==> config.mk <==
export PLATFORM = sky130hd
export DESIGN_NAME = jenkins_lookup2_hash_flat
export DESIGN_NICKNAME = d
export VERILOG_FILES = /design/src/sv/jl2_pkg.sv /design/src/sv/jl2_stream_if.sv /design/src/sv/jenkins_lookup2_hash.sv /design/src/sv/jl2_front.sv /design/src/sv/jl2_queue.sv /design/src/sv/jl2_back.sv /design/src/flat_wrapper.sv
export VERILOG_INCLUDE_DIRS = /design/src /design/src/sv
export SDC_FILE = /design/constraint.sdc
export NUM_CORES = 2
export LEC_CHECK = 0
export BUFFER_PORTS_ARGS = -buffer_cell sky130_fd_sc_hd__buf_2
export CAP_MARGIN = 10
export CORE_MARGIN = 2
export CORE_UTILIZATION = 53
export DETAILED_ROUTE_END_ITERATION = 7
export GPL_TIMING_DRIVEN = 0
export HOLD_SLACK_MARGIN = 0.06
export PLACE_DENSITY = 0.69
export SLEW_MARGIN = 5
export SYNTH_ARGS = -nofsm -noshare
export SYNTH_HDL_FRONTEND = slang
export SYNTH_SLANG_ARGS = --single-unit
export TNS_END_PERCENT = 50
==> constraint.sdc <==
create_clock -name clk -period 35.2 [get_ports clk]
set_clock_uncertainty 0.05 [all_clocks]
set_input_delay 3.52 -clock clk [delete_from_list [all_inputs] [get_ports clk]]
set_output_delay 3.52 -clock clk [all_outputs]
set_load 0.1 [all_outputs]
==> src/sv/assert_macros.svh <==
`ifndef ASSERT_MACROS_SVH
`define ASSERT_MACROS_SVH

// Same-cycle implication, checked outside reset.
`define JL2_ASSERT_IMPLIES(label, ante, cons) \
    label: assert property (@(posedge clk) disable iff (!rst_n) (ante) |-> (cons)) \
        else $error("jl2 assertion failed");

// Next-cycle implication, checked outside reset.
`define JL2_ASSERT_NEXT(label, ante, cons) \
    label: assert property (@(posedge clk) disable iff (!rst_n) (ante) |=> (cons)) \
        else $error("jl2 assertion failed");

`endif

==> src/sv/jl2_pkg.sv <==
package jl2_pkg;

    localparam logic [31:0] GOLDEN_RATIO    = 32'h9e3779b9;
    localparam int          BUCKET_W        = 20;
    localparam logic [4:0]  MAX_BUCKET_BITS = 5'd20;
    localparam logic [4:0]  BUCKET_BITS_RST = 5'd16;
    localparam int          JL2_QUEUE_DEPTH = 4;
    localparam int          CFG_INDEX_W     = 1;

    // shift amounts of the nine mix rows, three per pipeline stage
    localparam int MIX_SH_A0 = 13;
    localparam int MIX_SH_B0 = 8;
    localparam int MIX_SH_C0 = 13;
    localparam int MIX_SH_A1 = 12;
    localparam int MIX_SH_B1 = 16;
    localparam int MIX_SH_C1 = 5;
    localparam int MIX_SH_A2 = 3;
    localparam int MIX_SH_B2 = 10;
    localparam int MIX_SH_C2 = 15;

    typedef enum logic [CFG_INDEX_W-1:0] {
        REG_HASH_SEED,
        REG_BUCKET_BITS
    } cfg_reg_t;

    typedef enum logic [1:0] {
        SLOT_A,
        SLOT_B,
        SLOT_C
    } slot_t;

    typedef enum logic [1:0] {
        OP_ACC,
        OP_GROUP,
        OP_FINAL
    } op_kind_t;

    typedef struct packed {
        logic [31:0] a;
        logic [31:0] b;
        logic [31:0] c;
    } acc3_t;

    typedef struct packed {
        op_kind_t kind;
        acc3_t    addend;
    } queue_entry_t;

    typedef struct packed {
        logic [31:0] key_word;
        logic [2:0]  word_bytes;
        logic        last_word;
    } key_item_t;

    typedef struct packed {
        logic [31:0]         hash_value;
        logic [BUCKET_W-1:0] bucket_index;
    } result_item_t;

    typedef struct packed {
        cfg_reg_t    index;
        logic [31:0] value;
    } cfg_write_t;

    function automatic acc3_t mix_third(acc3_t s, int unsigned sh_a, int unsigned sh_b,
                                        int unsigned sh_c);
        acc3_t r;
        r   = s;
        r.a = (r.a - r.b - r.c) ^ (r.c >> sh_a);
        r.b = (r.b - r.c - r.a) ^ (r.a << sh_b);
        r.c = (r.c - r.a - r.b) ^ (r.b >> sh_c);
        return r;
    endfunction

    function automatic logic [BUCKET_W-1:0] bucket_mask(logic [4:0] bits);
        logic [4:0]        b;
        logic [BUCKET_W:0] m;
        b = (bits > MAX_BUCKET_BITS) ? MAX_BUCKET_BITS : bits;
        m = ((BUCKET_W+1)'(1) << b) - (BUCKET_W+1)'(1);
        return m[BUCKET_W-1:0];
    endfunction

endpackage

==> src/sv/jl2_stream_if.sv <==
interface jl2_stream_if #(
    parameter type T = logic
) ();
    logic valid;
    logic ready;
    T     data;

    modport source (output valid, output data, input ready);
    modport sink (input valid, input data, output ready);
endinterface

==> src/sv/jenkins_lookup2_hash.sv <==
// Streaming lookup2 hash: takes one key word per clock while the input queue has room and
// returns the 32-bit hash and its bucket index after the last word. The mix runs in a
// three-stage pipeline of three rows each, so a group's mix is back exactly when the next
// 12-byte group is complete and long keys stream at one word per cycle when nothing stalls.
// A last word that arrives before its group's mix is back waits in the input queue for
// that mix; a full last word in the third slot holds the input while a closing entry with
// the length is pushed, as that key is mixed twice at its end. Different keys overlap in
// the pipeline. The result passes through the queue, the mix stages and an output register.
`include "assert_macros.svh"

module jenkins_lookup2_hash import jl2_pkg::*;
#(
    parameter int QUEUE_DEPTH = JL2_QUEUE_DEPTH
)
(
    input  logic         clk,
    input  logic         rst_n,
    jl2_stream_if.sink   key,
    jl2_stream_if.source result,
    jl2_stream_if.sink   cfg
);

    logic [31:0]  seed_reg, seed_next;
    logic [4:0]   bucket_bits_reg, bucket_bits_next;

    logic         q_push;
    logic         q_ready;
    logic         q_pop;
    logic         q_valid;
    queue_entry_t q_in;
    queue_entry_t q_out;

    logic [BUCKET_W-1:0] bucket_chk;

    always_comb
    begin
        cfg.ready        = 1'b1;
        seed_next        = seed_reg;
        bucket_bits_next = bucket_bits_reg;
        if (cfg.valid)
        begin
            unique case (cfg.data.index)
                REG_HASH_SEED:   seed_next        = cfg.data.value;
                REG_BUCKET_BITS: bucket_bits_next = cfg.data.value[4:0];
            endcase
        end
    end

    always_ff @(posedge clk or negedge rst_n)
    begin
        if (!rst_n)
        begin
            seed_reg        <= '0;
            bucket_bits_reg <= BUCKET_BITS_RST;
        end
        else
        begin
            seed_reg        <= seed_next;
            bucket_bits_reg <= bucket_bits_next;
        end
    end

    jl2_front u_front (
        .clk     (clk),
        .rst_n   (rst_n),
        .key     (key),
        .q_ready (q_ready),
        .q_push  (q_push),
        .q_entry (q_in)
    );

    jl2_queue #(
        .DEPTH (QUEUE_DEPTH)
    ) u_queue (
        .clk       (clk),
        .rst_n     (rst_n),
        .push      (q_push),
        .push_data (q_in),
        .ready     (q_ready),
        .pop       (q_pop),
        .valid     (q_valid),
        .pop_data  (q_out)
    );

    jl2_back u_back (
        .clk         (clk),
        .rst_n       (rst_n),
        .q_valid     (q_valid),
        .q_entry     (q_out),
        .q_pop       (q_pop),
        .seed        (seed_reg),
        .bucket_bits (bucket_bits_reg),
        .result      (result)
    );

    assign bucket_chk = result.data.hash_value[BUCKET_W-1:0] & bucket_mask(bucket_bits_reg);

    `JL2_ASSERT_IMPLIES(a_pop_nonempty, q_pop, q_valid)
    `JL2_ASSERT_IMPLIES(a_push_room, q_push, q_ready)
    `JL2_ASSERT_IMPLIES(a_bucket_mask, result.valid, result.data.bucket_index == bucket_chk)

endmodule

==> src/sv/jl2_front.sv <==
module jl2_front import jl2_pkg::*;
(
    input  logic         clk,
    input  logic         rst_n,
    jl2_stream_if.sink   key,
    input  logic         q_ready,
    output logic         q_push,
    output queue_entry_t q_entry
);

    slot_t       slot_reg, slot_next;
    logic [31:0] total_reg, total_next;
    logic        pend_reg, pend_next;
    logic [31:0] pend_total_reg, pend_total_next;

    logic [2:0]  n_sat;
    logic [2:0]  n_eff;
    logic [31:0] total_sum;
    logic [31:0] tail;
    logic [31:0] lane_word;
    logic        last;
    logic        mix_first;
    logic        accept;

    always_comb
    begin
        last      = key.data.last_word;
        n_sat     = (key.data.word_bytes > 3'd4) ? 3'd4 : key.data.word_bytes;
        n_eff     = last ? n_sat : 3'd4;
        total_sum = total_reg + 32'(n_eff);
        mix_first = last && (n_sat == 3'd4) && (slot_reg == SLOT_C);

        unique case (n_sat)
            3'd0:    tail = '0;
            3'd1:    tail = {24'd0, key.data.key_word[7:0]};
            3'd2:    tail = {16'd0, key.data.key_word[15:0]};
            3'd3:    tail = {8'd0, key.data.key_word[23:0]};
            default: tail = key.data.key_word;
        endcase

        if (!last)
        begin
            lane_word = key.data.key_word;
        end
        else if (slot_reg == SLOT_C && !mix_first)
        begin
            lane_word = tail << 8;
        end
        else
        begin
            lane_word = tail;
        end

        q_entry.addend = '0;
        unique case (slot_reg)
            SLOT_A:  q_entry.addend.a = lane_word;
            SLOT_B:  q_entry.addend.b = lane_word;
            SLOT_C:  q_entry.addend.c = lane_word;
            default: q_entry.addend   = '0;
        endcase

        if (!last)
        begin
            q_entry.kind = (slot_reg == SLOT_C) ? OP_GROUP : OP_ACC;
        end
        else if (mix_first)
        begin
            q_entry.kind = OP_GROUP;
        end
        else
        begin
            q_entry.kind     = OP_FINAL;
            q_entry.addend.c = q_entry.addend.c + total_sum;
        end

        // full last word in slot C: closing pass with the length only
        if (pend_reg)
        begin
            q_entry.kind   = OP_FINAL;
            q_entry.addend = '{a: '0, b: '0, c: pend_total_reg};
        end

        key.ready = q_ready && !pend_reg;
        q_push    = q_ready && (pend_reg || key.valid);
        accept    = key.valid && key.ready;

        slot_next       = slot_reg;
        total_next      = total_reg;
        pend_next       = pend_reg;
        pend_total_next = pend_total_reg;

        if (pend_reg && q_ready)
        begin
            pend_next = 1'b0;
        end

        if (accept)
        begin
            if (last)
            begin
                slot_next       = SLOT_A;
                total_next      = '0;
                pend_next       = mix_first;
                pend_total_next = total_sum;
            end
            else
            begin
                total_next = total_sum;
                unique case (slot_reg)
                    SLOT_A:  slot_next = SLOT_B;
                    SLOT_B:  slot_next = SLOT_C;
                    default: slot_next = SLOT_A;
                endcase
            end
        end
    end

    always_ff @(posedge clk or negedge rst_n)
    begin
        if (!rst_n)
        begin
            slot_reg  <= SLOT_A;
            total_reg <= '0;
            pend_reg  <= 1'b0;
        end
        else
        begin
            slot_reg  <= slot_next;
            total_reg <= total_next;
            pend_reg  <= pend_next;
        end
    end

    always_ff @(posedge clk)
    begin
        pend_total_reg <= pend_total_next;
    end

endmodule

==> src/sv/jl2_queue.sv <==
module jl2_queue import jl2_pkg::*;
#(
    parameter int DEPTH = JL2_QUEUE_DEPTH
)
(
    input  logic         clk,
    input  logic         rst_n,
    input  logic         push,
    input  queue_entry_t push_data,
    output logic         ready,
    input  logic         pop,
    output logic         valid,
    output queue_entry_t pop_data
);

    localparam int PTR_W = $clog2(DEPTH);
    localparam int CNT_W = $clog2(DEPTH + 1);

    queue_entry_t     mem_reg [DEPTH];
    logic [PTR_W-1:0] wr_ptr_reg, wr_ptr_next;
    logic [PTR_W-1:0] rd_ptr_reg, rd_ptr_next;
    logic [CNT_W-1:0] count_reg, count_next;
    logic             push_ok;
    logic             pop_ok;

    always_comb
    begin
        ready    = (count_reg != CNT_W'(DEPTH));
        valid    = (count_reg != '0);
        pop_data = mem_reg[rd_ptr_reg];
        push_ok  = push && ready;
        pop_ok   = pop && valid;

        wr_ptr_next = wr_ptr_reg;
        rd_ptr_next = rd_ptr_reg;
        if (push_ok)
        begin
            wr_ptr_next = (wr_ptr_reg == PTR_W'(DEPTH - 1)) ? '0 : wr_ptr_reg + PTR_W'(1);
        end
        if (pop_ok)
        begin
            rd_ptr_next = (rd_ptr_reg == PTR_W'(DEPTH - 1)) ? '0 : rd_ptr_reg + PTR_W'(1);
        end
        count_next = count_reg + CNT_W'(push_ok) - CNT_W'(pop_ok);
    end

    always_ff @(posedge clk or negedge rst_n)
    begin
        if (!rst_n)
        begin
            wr_ptr_reg <= '0;
            rd_ptr_reg <= '0;
            count_reg  <= '0;
        end
        else
        begin
            wr_ptr_reg <= wr_ptr_next;
            rd_ptr_reg <= rd_ptr_next;
            count_reg  <= count_next;
        end
    end

    always_ff @(posedge clk)
    begin
        if (push_ok)
        begin
            mem_reg[wr_ptr_reg] <= push_data;
        end
    end

endmodule

==> src/sv/jl2_back.sv <==
module jl2_back import jl2_pkg::*;
(
    input  logic         clk,
    input  logic         rst_n,
    input  logic         q_valid,
    input  queue_entry_t q_entry,
    output logic         q_pop,
    input  logic [31:0]  seed,
    input  logic [4:0]   bucket_bits,
    jl2_stream_if.source result
);

    acc3_t        base_reg, base_next;
    acc3_t        part_reg, part_next;
    logic         fresh_reg, fresh_next;
    logic         busy_reg, busy_next;

    acc3_t        s1_reg, s1_next;
    acc3_t        s2_reg, s2_next;
    acc3_t        s3_reg, s3_next;
    logic         s1_valid_reg, s1_valid_next;
    logic         s2_valid_reg, s2_valid_next;
    logic         s3_valid_reg, s3_valid_next;
    logic         s1_fin_reg, s1_fin_next;
    logic         s2_fin_reg, s2_fin_next;
    logic         s3_fin_reg, s3_fin_next;

    logic         out_valid_reg, out_valid_next;
    result_item_t out_item_reg, out_item_next;

    acc3_t        init_acc;
    acc3_t        base_eff;
    acc3_t        sum;
    logic         ret;
    logic         out_free;
    logic         adv;
    logic         is_acc;

    always_comb
    begin
        init_acc = '{a: GOLDEN_RATIO, b: GOLDEN_RATIO, c: seed};
        ret      = s3_valid_reg && !s3_fin_reg;
        out_free = !out_valid_reg || result.ready;
        adv      = !(s3_valid_reg && s3_fin_reg) || out_free;

        if (fresh_reg)
        begin
            base_eff = init_acc;
        end
        else if (ret)
        begin
            base_eff = s3_reg;
        end
        else
        begin
            base_eff = base_reg;
        end

        sum.a = base_eff.a + part_reg.a + q_entry.addend.a;
        sum.b = base_eff.b + part_reg.b + q_entry.addend.b;
        sum.c = base_eff.c + part_reg.c + q_entry.addend.c;

        is_acc = (q_entry.kind == OP_ACC);
        q_pop  = q_valid && adv && (is_acc || !busy_reg || ret);

        s1_next       = mix_third(sum, MIX_SH_A0, MIX_SH_B0, MIX_SH_C0);
        s2_next       = mix_third(s1_reg, MIX_SH_A1, MIX_SH_B1, MIX_SH_C1);
        s3_next       = mix_third(s2_reg, MIX_SH_A2, MIX_SH_B2, MIX_SH_C2);
        s1_valid_next = s1_valid_reg;
        s2_valid_next = s2_valid_reg;
        s3_valid_next = s3_valid_reg;
        s1_fin_next   = s1_fin_reg;
        s2_fin_next   = s2_fin_reg;
        s3_fin_next   = s3_fin_reg;

        base_next  = base_reg;
        part_next  = part_reg;
        fresh_next = fresh_reg;
        busy_next  = busy_reg;

        if (adv)
        begin
            s1_valid_next = q_pop && !is_acc;
            s1_fin_next   = (q_entry.kind == OP_FINAL);
            s2_valid_next = s1_valid_reg;
            s2_fin_next   = s1_fin_reg;
            s3_valid_next = s2_valid_reg;
            s3_fin_next   = s2_fin_reg;

            if (ret)
            begin
                base_next = s3_reg;
                busy_next = 1'b0;
            end

            if (q_pop)
            begin
                unique case (q_entry.kind)
                    OP_ACC:
                    begin
                        part_next.a = part_reg.a + q_entry.addend.a;
                        part_next.b = part_reg.b + q_entry.addend.b;
                        part_next.c = part_reg.c + q_entry.addend.c;
                    end
                    OP_GROUP:
                    begin
                        part_next  = '0;
                        busy_next  = 1'b1;
                        fresh_next = 1'b0;
                    end
                    OP_FINAL:
                    begin
                        part_next  = '0;
                        busy_next  = 1'b0;
                        fresh_next = 1'b1;
                    end
                    default:
                    begin
                        part_next = part_reg;
                    end
                endcase
            end
        end

        out_valid_next = out_valid_reg;
        out_item_next  = out_item_reg;
        if (out_free)
        begin
            out_valid_next             = s3_valid_reg && s3_fin_reg;
            out_item_next.hash_value   = s3_reg.c;
            out_item_next.bucket_index = s3_reg.c[BUCKET_W-1:0] & bucket_mask(bucket_bits);
        end

        result.valid = out_valid_reg;
        result.data  = out_item_reg;
    end

    always_ff @(posedge clk or negedge rst_n)
    begin
        if (!rst_n)
        begin
            part_reg      <= '0;
            fresh_reg     <= 1'b1;
            busy_reg      <= 1'b0;
            s1_valid_reg  <= 1'b0;
            s2_valid_reg  <= 1'b0;
            s3_valid_reg  <= 1'b0;
            out_valid_reg <= 1'b0;
        end
        else
        begin
            part_reg      <= part_next;
            fresh_reg     <= fresh_next;
            busy_reg      <= busy_next;
            s1_valid_reg  <= s1_valid_next;
            s2_valid_reg  <= s2_valid_next;
            s3_valid_reg  <= s3_valid_next;
            out_valid_reg <= out_valid_next;
        end
    end

    always_ff @(posedge clk)
    begin
        base_reg     <= base_next;
        out_item_reg <= out_item_next;
        s1_fin_reg   <= s1_fin_next;
        s2_fin_reg   <= s2_fin_next;
        s3_fin_reg   <= s3_fin_next;
        if (adv)
        begin
            s1_reg <= s1_next;
            s2_reg <= s2_next;
            s3_reg <= s3_next;
        end
    end

endmodule

==> src/flat_wrapper.sv <==
// flat-port wrapper written by rule: the top's interface ports become plain ports
module jenkins_lookup2_hash_flat import jl2_pkg::*;
#(
    parameter int QUEUE_DEPTH = JL2_QUEUE_DEPTH
)
  (clk, rst_n, key_valid, key_data, key_ready, result_valid, result_data, result_ready, cfg_valid, cfg_data, cfg_ready);
  jl2_stream_if #(.T(key_item_t)) key_i ();
  jl2_stream_if #(.T(result_item_t)) result_i ();
  jl2_stream_if #(.T(cfg_write_t)) cfg_i ();
  input  logic clk;
  input  logic rst_n;
  input wire logic [$bits(key_i.valid)-1:0] key_valid;
  input wire logic [$bits(key_i.data)-1:0] key_data;
  output wire logic [$bits(key_i.ready)-1:0] key_ready;
  output wire logic [$bits(result_i.valid)-1:0] result_valid;
  output wire logic [$bits(result_i.data)-1:0] result_data;
  input wire logic [$bits(result_i.ready)-1:0] result_ready;
  input wire logic [$bits(cfg_i.valid)-1:0] cfg_valid;
  input wire logic [$bits(cfg_i.data)-1:0] cfg_data;
  output wire logic [$bits(cfg_i.ready)-1:0] cfg_ready;
  assign key_i.valid = key_valid;
  assign key_i.data = key_data;
  assign key_ready = key_i.ready;
  assign result_valid = result_i.valid;
  assign result_data = result_i.data;
  assign result_i.ready = result_ready;
  assign cfg_i.valid = cfg_valid;
  assign cfg_i.data = cfg_data;
  assign cfg_ready = cfg_i.ready;
  jenkins_lookup2_hash #(.QUEUE_DEPTH(QUEUE_DEPTH)) u_core (.clk(clk), .rst_n(rst_n), .key(key_i), .result(result_i), .cfg(cfg_i));
endmodule
# [Word-level counts from Yosys, hierarchy flattened]
# Memories as Yosys holds them, arrays and structs flattened.
# Cells that the tools add are included.
[op_classes] magnitude_cmp=2 eq_ne=11 shift=1 mux=32 reduce_logical=38 n_bitwise=11 add_sub_neg=34
[ops] cell="$sub A32 B32 Y32" count=18
[ops] cell="$add A32 B32 Y32" count=10
[ops] cell="$mux W32" count=8
[ops] cell="$mux W96" count=2
[ops] cell="$pmux W96 S2" count=1
[ops] cell="$pmux W32 S4" count=1
[ops] cell="$mux W98" count=1
[ops] cell="$xor A32 B32 Y32" count=3
[ops] cell="$xor A32 B19 Y32" count=2
[ops] cell="$add A32 B3 Y32" count=1
[ops] cell="$xor A32 B17 Y32" count=1
[ops] cell="$xor A32 B20 Y32" count=1
[ops] cell="$xor A32 B27 Y32" count=1
[ops] cell="$xor A32 B29 Y32" count=1
[ops] cell="$and A20 B20 Y20" count=1
[ops] cell="$shl A1 B5 Y20 const A" count=1
[ops] cell="$sub A20 B2 Y20 const B" count=1
[ops] cell="$logic_and A1 B1 Y1" count=14
[ops] cell="$mux W2" count=5
[ops] cell="$eq A2 B2 Y1 const B" count=4
[ops] cell="$mux W1" count=8
[ops] cell="$logic_not A1 Y1" count=7
[ops] cell="$eq A3 B2 Y1 const B" count=2
[ops] cell="$mux W3" count=2
[ops] cell="other kinds (21)" count=33
[totals] wordCells=165 ram_bits=392 output_inout_bits=55 memories=1 input_bits=74 register_bits=652
[memory_table] name="u_core.u_queue.mem_reg" depth=4 width=98 rd=1 rd_ports_with_merged_regs=0 write_ports=1 line_no="jl2_queue.sv:19" text="queue_entry_t mem_reg [DEPTH];"

# [Logic depth before layout (Yosys ltp)]
[logic_depth] word_depth=14 ltp_mapped=58 mapped_depth_nobuf=55

# [Cells and area by module]
# Synthesis repeated with hierarchy kept, for this count alone.
[hier_totals] hier_cells=6517 area_unflattened_um2=74612.8
[modules_own_cells] module="jl2_back" area_per_inst_um2=52006.1 cells_each=5087 n_inst=1
[modules_own_cells] module="jl2_queue" area_per_inst_um2=14725.4 cells_each=555 n_inst=1
[modules_own_cells] module="jl2_front" area_per_inst_um2=6324.8 cells_each=793 n_inst=1
[modules_own_cells] module="jenkins_lookup2_hash" area_per_inst_um2=1556.5 cells_each=82 n_inst=1

# [Worst setup path before layout]
# Ideal clock, no wire load.
[synth_timing] path_type="input port to flip-flop" start="input result_ready" end="register u_core.u_back.part_reg[88] (netlist bit)" setup_slack_ps=16374 t_arrival_ps=18693 cell_stages=10 path_cell_list="nand2b_1 > or2_2 > clkbuf_1 > o31ai_1 > or3_1 > clkbuf_1 > or2_1 > clkbuf_1 > or3_1 > o21ai_0"
[synth_via] elab_chain_cells=5
[synth_lines] item="start: declaration" line_no="flat_wrapper.sv:17" text="input wire logic [$bits(result_i.ready)-1:0] result_ready;"
[synth_lines] item="$logic_or A1 B1 Y1 *" line_no="jl2_back.sv:43" text="out_free = !out_valid_reg || result.ready;"
[synth_lines] item="$logic_or A1 B1 Y1 *" line_no="jl2_back.sv:44" text="adv = !(s3_valid_reg && s3_fin_reg) || out_free;"
[synth_lines] item="named net u_core.u_back.adv" line_no="jl2_back.sv:36" text="logic adv;"
[synth_lines] item="$logic_and A1 B1 Y1 (2 in series)" line_no="jl2_back.sv:64" text="q_pop = q_valid && adv && (is_acc || !busy_reg || ret);"
[synth_lines] item="$reduce_and A3 Y1 (no line) *"
[synth_lines] item="end signal: assignment" line_no="jl2_back.sv:152" text="part_reg <= part_next;"
[synth_lines] item="end: declaration" line_no="jl2_back.sv:14" text="acc3_t part_reg, part_next;"
# The timed path passes the listed nets; every way through them passes the cells marked *.
# A chain may end at the register's enable or synchronous reset.

==> results.toml <==
[run_status]
status = "finished, final reports clean"

[setup_path]
endpoint_kind = "flip-flop"
criticalPathCategory = "reg2reg"
crit_buf_inv = 8
cp_common_cell = "fa_1"
worstPathMaxFanout = 10
worst_ep_required_time_ps = 35640
cp.arrival_ps = 16840
critPathMaxStageDelay_ps = 800
cp_slowest_cell = "buf_1"
crit_family = "adder cells"
start_kind = "flip-flop"

[timing]
maxClockFrequency_mhz = 60.98
rsz0062_at_grt = "false"
min_period_ps = 16400
maxSlewHeadroom_pct = 5.391
min_period_over_period_pct = 46.59
setup_viol = 0
worst_pin_slew_ps = 1409
hold_violations = 0
fin_setup_tns_ps = 0
slew_viol_final = 0

[finish]
instances_no_fill = 8948
num-nets-final = 7951
largest_register_ffs = 392
drive_gt1_share_pct = 9.661
post-route-util_pct = 58.62
area_delta_synth_final_pct = 9.689

[logic_synthesis]
yosys_register_bits = 1044
synthCells = 6712
synthTopCellsByCount = "inv_1, edfxtp_1, ha_1, xnor2_1, a21oi_1"
synth.distinct_cells = 93
synth.cell_area_mm2 = 0.07456
syn_avg_cell_area_um2 = 11.11
async_flop_share_pct = 17.34
yosysSeqAreaShare_pct = 40.83
synth-edff-count = 863
synth.top_cell.area_share_pct = 34.76
ys.warnings.count = 0
ys_top_cells_by_area = "edfxtp_1, fa_1, ha_1"
synth_nets = 7687
synth_flop_cell = "edfxtp_1"
yosysTopAreaCell = "edfxtp_1"
yosysMostFrequentCell = "inv_1"

[cts]
cts_num_sinks = 1044
h-tree-depth = 3
cts_tree = "yes"
numCtsBuffers = 110
cts_setup_buffers = 0
cts_root_buf = "clkbuf_16"
post_cts_resized = 0
path_clk_slew_ps = 60
clk_latency_ps = 760
hold_buffers = 0
clockBufferDepth = 3

[die]
design.core.area_mm2 = 0.1395
boundaryPins = 129
dieArea_mm2 = 0.1437
die_width_um = 379.1
start_util_pct = 53.44
num_rows = 137
die_y_um = 379.1

[global_routing]
grt_first_pass_wirelength_um = 331600
grt_max_degree = 110
first_global_vias = 51190
antenna_found_initial = 7
groute.usage.overall_pct = 31.69
overflow = 0

[routing]
postRouteAntennaNets = 0
wl_per_cell_um = 25.42
detail_route.first_pass.iterations = 6
via_per_inst = 5.870
first_iter_violations = 4390
vias = 52520
wl_um = 227400
drc = 0

[run]
max_cap_violations = 0

[placement]
hpwl_um = 185200
io_buffers = 126
dp.cells = 8740
finalWeightedCongestion = 0.9966

[hold_path]
hp-class = "reg2reg"
==> area by class of cell <==
class / instances / area [µm²]
Inverter: 964 / 3618
Multi-Input combinational cell: 4562 / 40040
Clock inverter: 71 / 708.2
Clock buffer: 135 / 2938
Fill cell: 11660 / 57740
Buffer: 142 / 549.3
Timing Repair Buffer: 152 / 1137
Antenna cell: 2 / 5.005
Tap cell: 1876 / 2347
Sequential cell: 1044 / 30450
==> worst register-to-register path: cells and delay by family, from the launching register on <==
| kind | cells | cell delay [ps] |
|---|---|---|
| AOI/OAI and AO/OA | 18 | 4420 |
| xor gates and xnor gates | 5 | 1810 |
| buffers and inverters | 8 | 2590 |
| and+or+nand+nor | 5 | 1240 |
| muxes | 1 | 750 |
| DFF | 1 | 350 |
| adders and majority gates | 11 | 4920 |
==> worst paths after layout <==
| kind | endpoint | startpoint | slack (ps) | cells past startpoint |
|---|---|---|---|---|
| max | u_core.u_back.s1_reg[30]$_DFFE_PP_ | u_core.u_queue.rd_ptr_reg[0]$_DFFE_PN0P_ | 18800 | 48 |
| min | u_core.u_back.s3_fin_reg$_DFFE_PP_ | u_core.u_back.s2_fin_reg$_DFFE_PP_ | 370 | 0 |
| max reg2reg | u_core.u_back.s1_reg[30]$_DFFE_PP_ | u_core.u_queue.rd_ptr_reg[0]$_DFFE_PN0P_ | 18800 | 48 |
| min reg2reg | u_core.u_back.s3_fin_reg$_DFFE_PP_ | u_core.u_back.s2_fin_reg$_DFFE_PP_ | 370 | 0 |
| max in group asynchronous | u_core.u_back.part_reg[47]$_DFFE_PN0P_ | rst_n | 31370 | 2 |
| min in group asynchronous | u_core.u_front.total_reg[15]$_DFFE_PN0P_ | rst_n | 2670 | 1 |
==> cells in the final DEF (no fill, tap or decap), types with 31 or more instances in the layout <==
cell type  synthesis  final
o31ai_1           44     44
edfxtp_1         863    863
clkbuf_1         114    130
nand2b_1          63     62
mux2i_1           40     40
buf_2              6    131
fa_1             404    404
and2_1            48     44
nor2b_1           68     68
inv_1            963    963
clkbuf_16          0    111
a21oi_1          405    405
a211oi_1          44     44
o21a_1            73     73
nand4_1           31     31
mux2_2           143    143
nor2_1           310    309
a21o_1           228    228
mux4_2            98     98
xnor2_1          451    445
o21ai_0          351    350
xor2_1           223    221
or2_2             34     34
ha_1             497    497
a31oi_1           46     46
dfrtp_1          179    179
nand3_1           81     81
nand2_1          356    356
and3_1            54     54
nor3_1            63     63
o21bai_1          72     72
==> metal layers <==
| layer | vias to the layer above | GRT usage, % | part of all wire [%] |
|---|---|---|---|
| met2 | 1883 | 50.91 | 46 |
| met3 | 446 | 3.706 | 5.8 |
| li1 | 24050 | - | - |
| met1 | 26140 | 42.08 | 42 |
| met5 | - | 0 | 0.0062 |
| met4 | 2 | 17.39 | 6.3 |
==> per-stage QoR <==
stage	instance area [µm²]	hold WS [ps]	setup slack, ps
global placement	77540	356.9	9768
global route	81780	380.3	18050
finish	81790	372.1	18800
floorplan	74560	350.3	16370
detailed placement	78130	356.1	18870
CTS	81780	370.8	18800
==> cells by family (layout without fill, tap and decap cells) <==
kind of cell,count (synthesis),count (layout),synth area share [%]
AND/OR/NAND/NOR,1181,1181,7.531
adder cells (fa/ha/maj),901,901,19.19
XOR/XNOR,687,687,8.209
AO/OA/AOI/OAI,1511,1511,12.99
buffers and inverters,1106,1464,5.583
other,1,3,0.005029
flip-flops,1044,1044,40.83
multiplexers,281,281,5.657
Power is not shown: default switching activity piles up to over one toggle a cycle in this logic, so the estimate is an artifact.
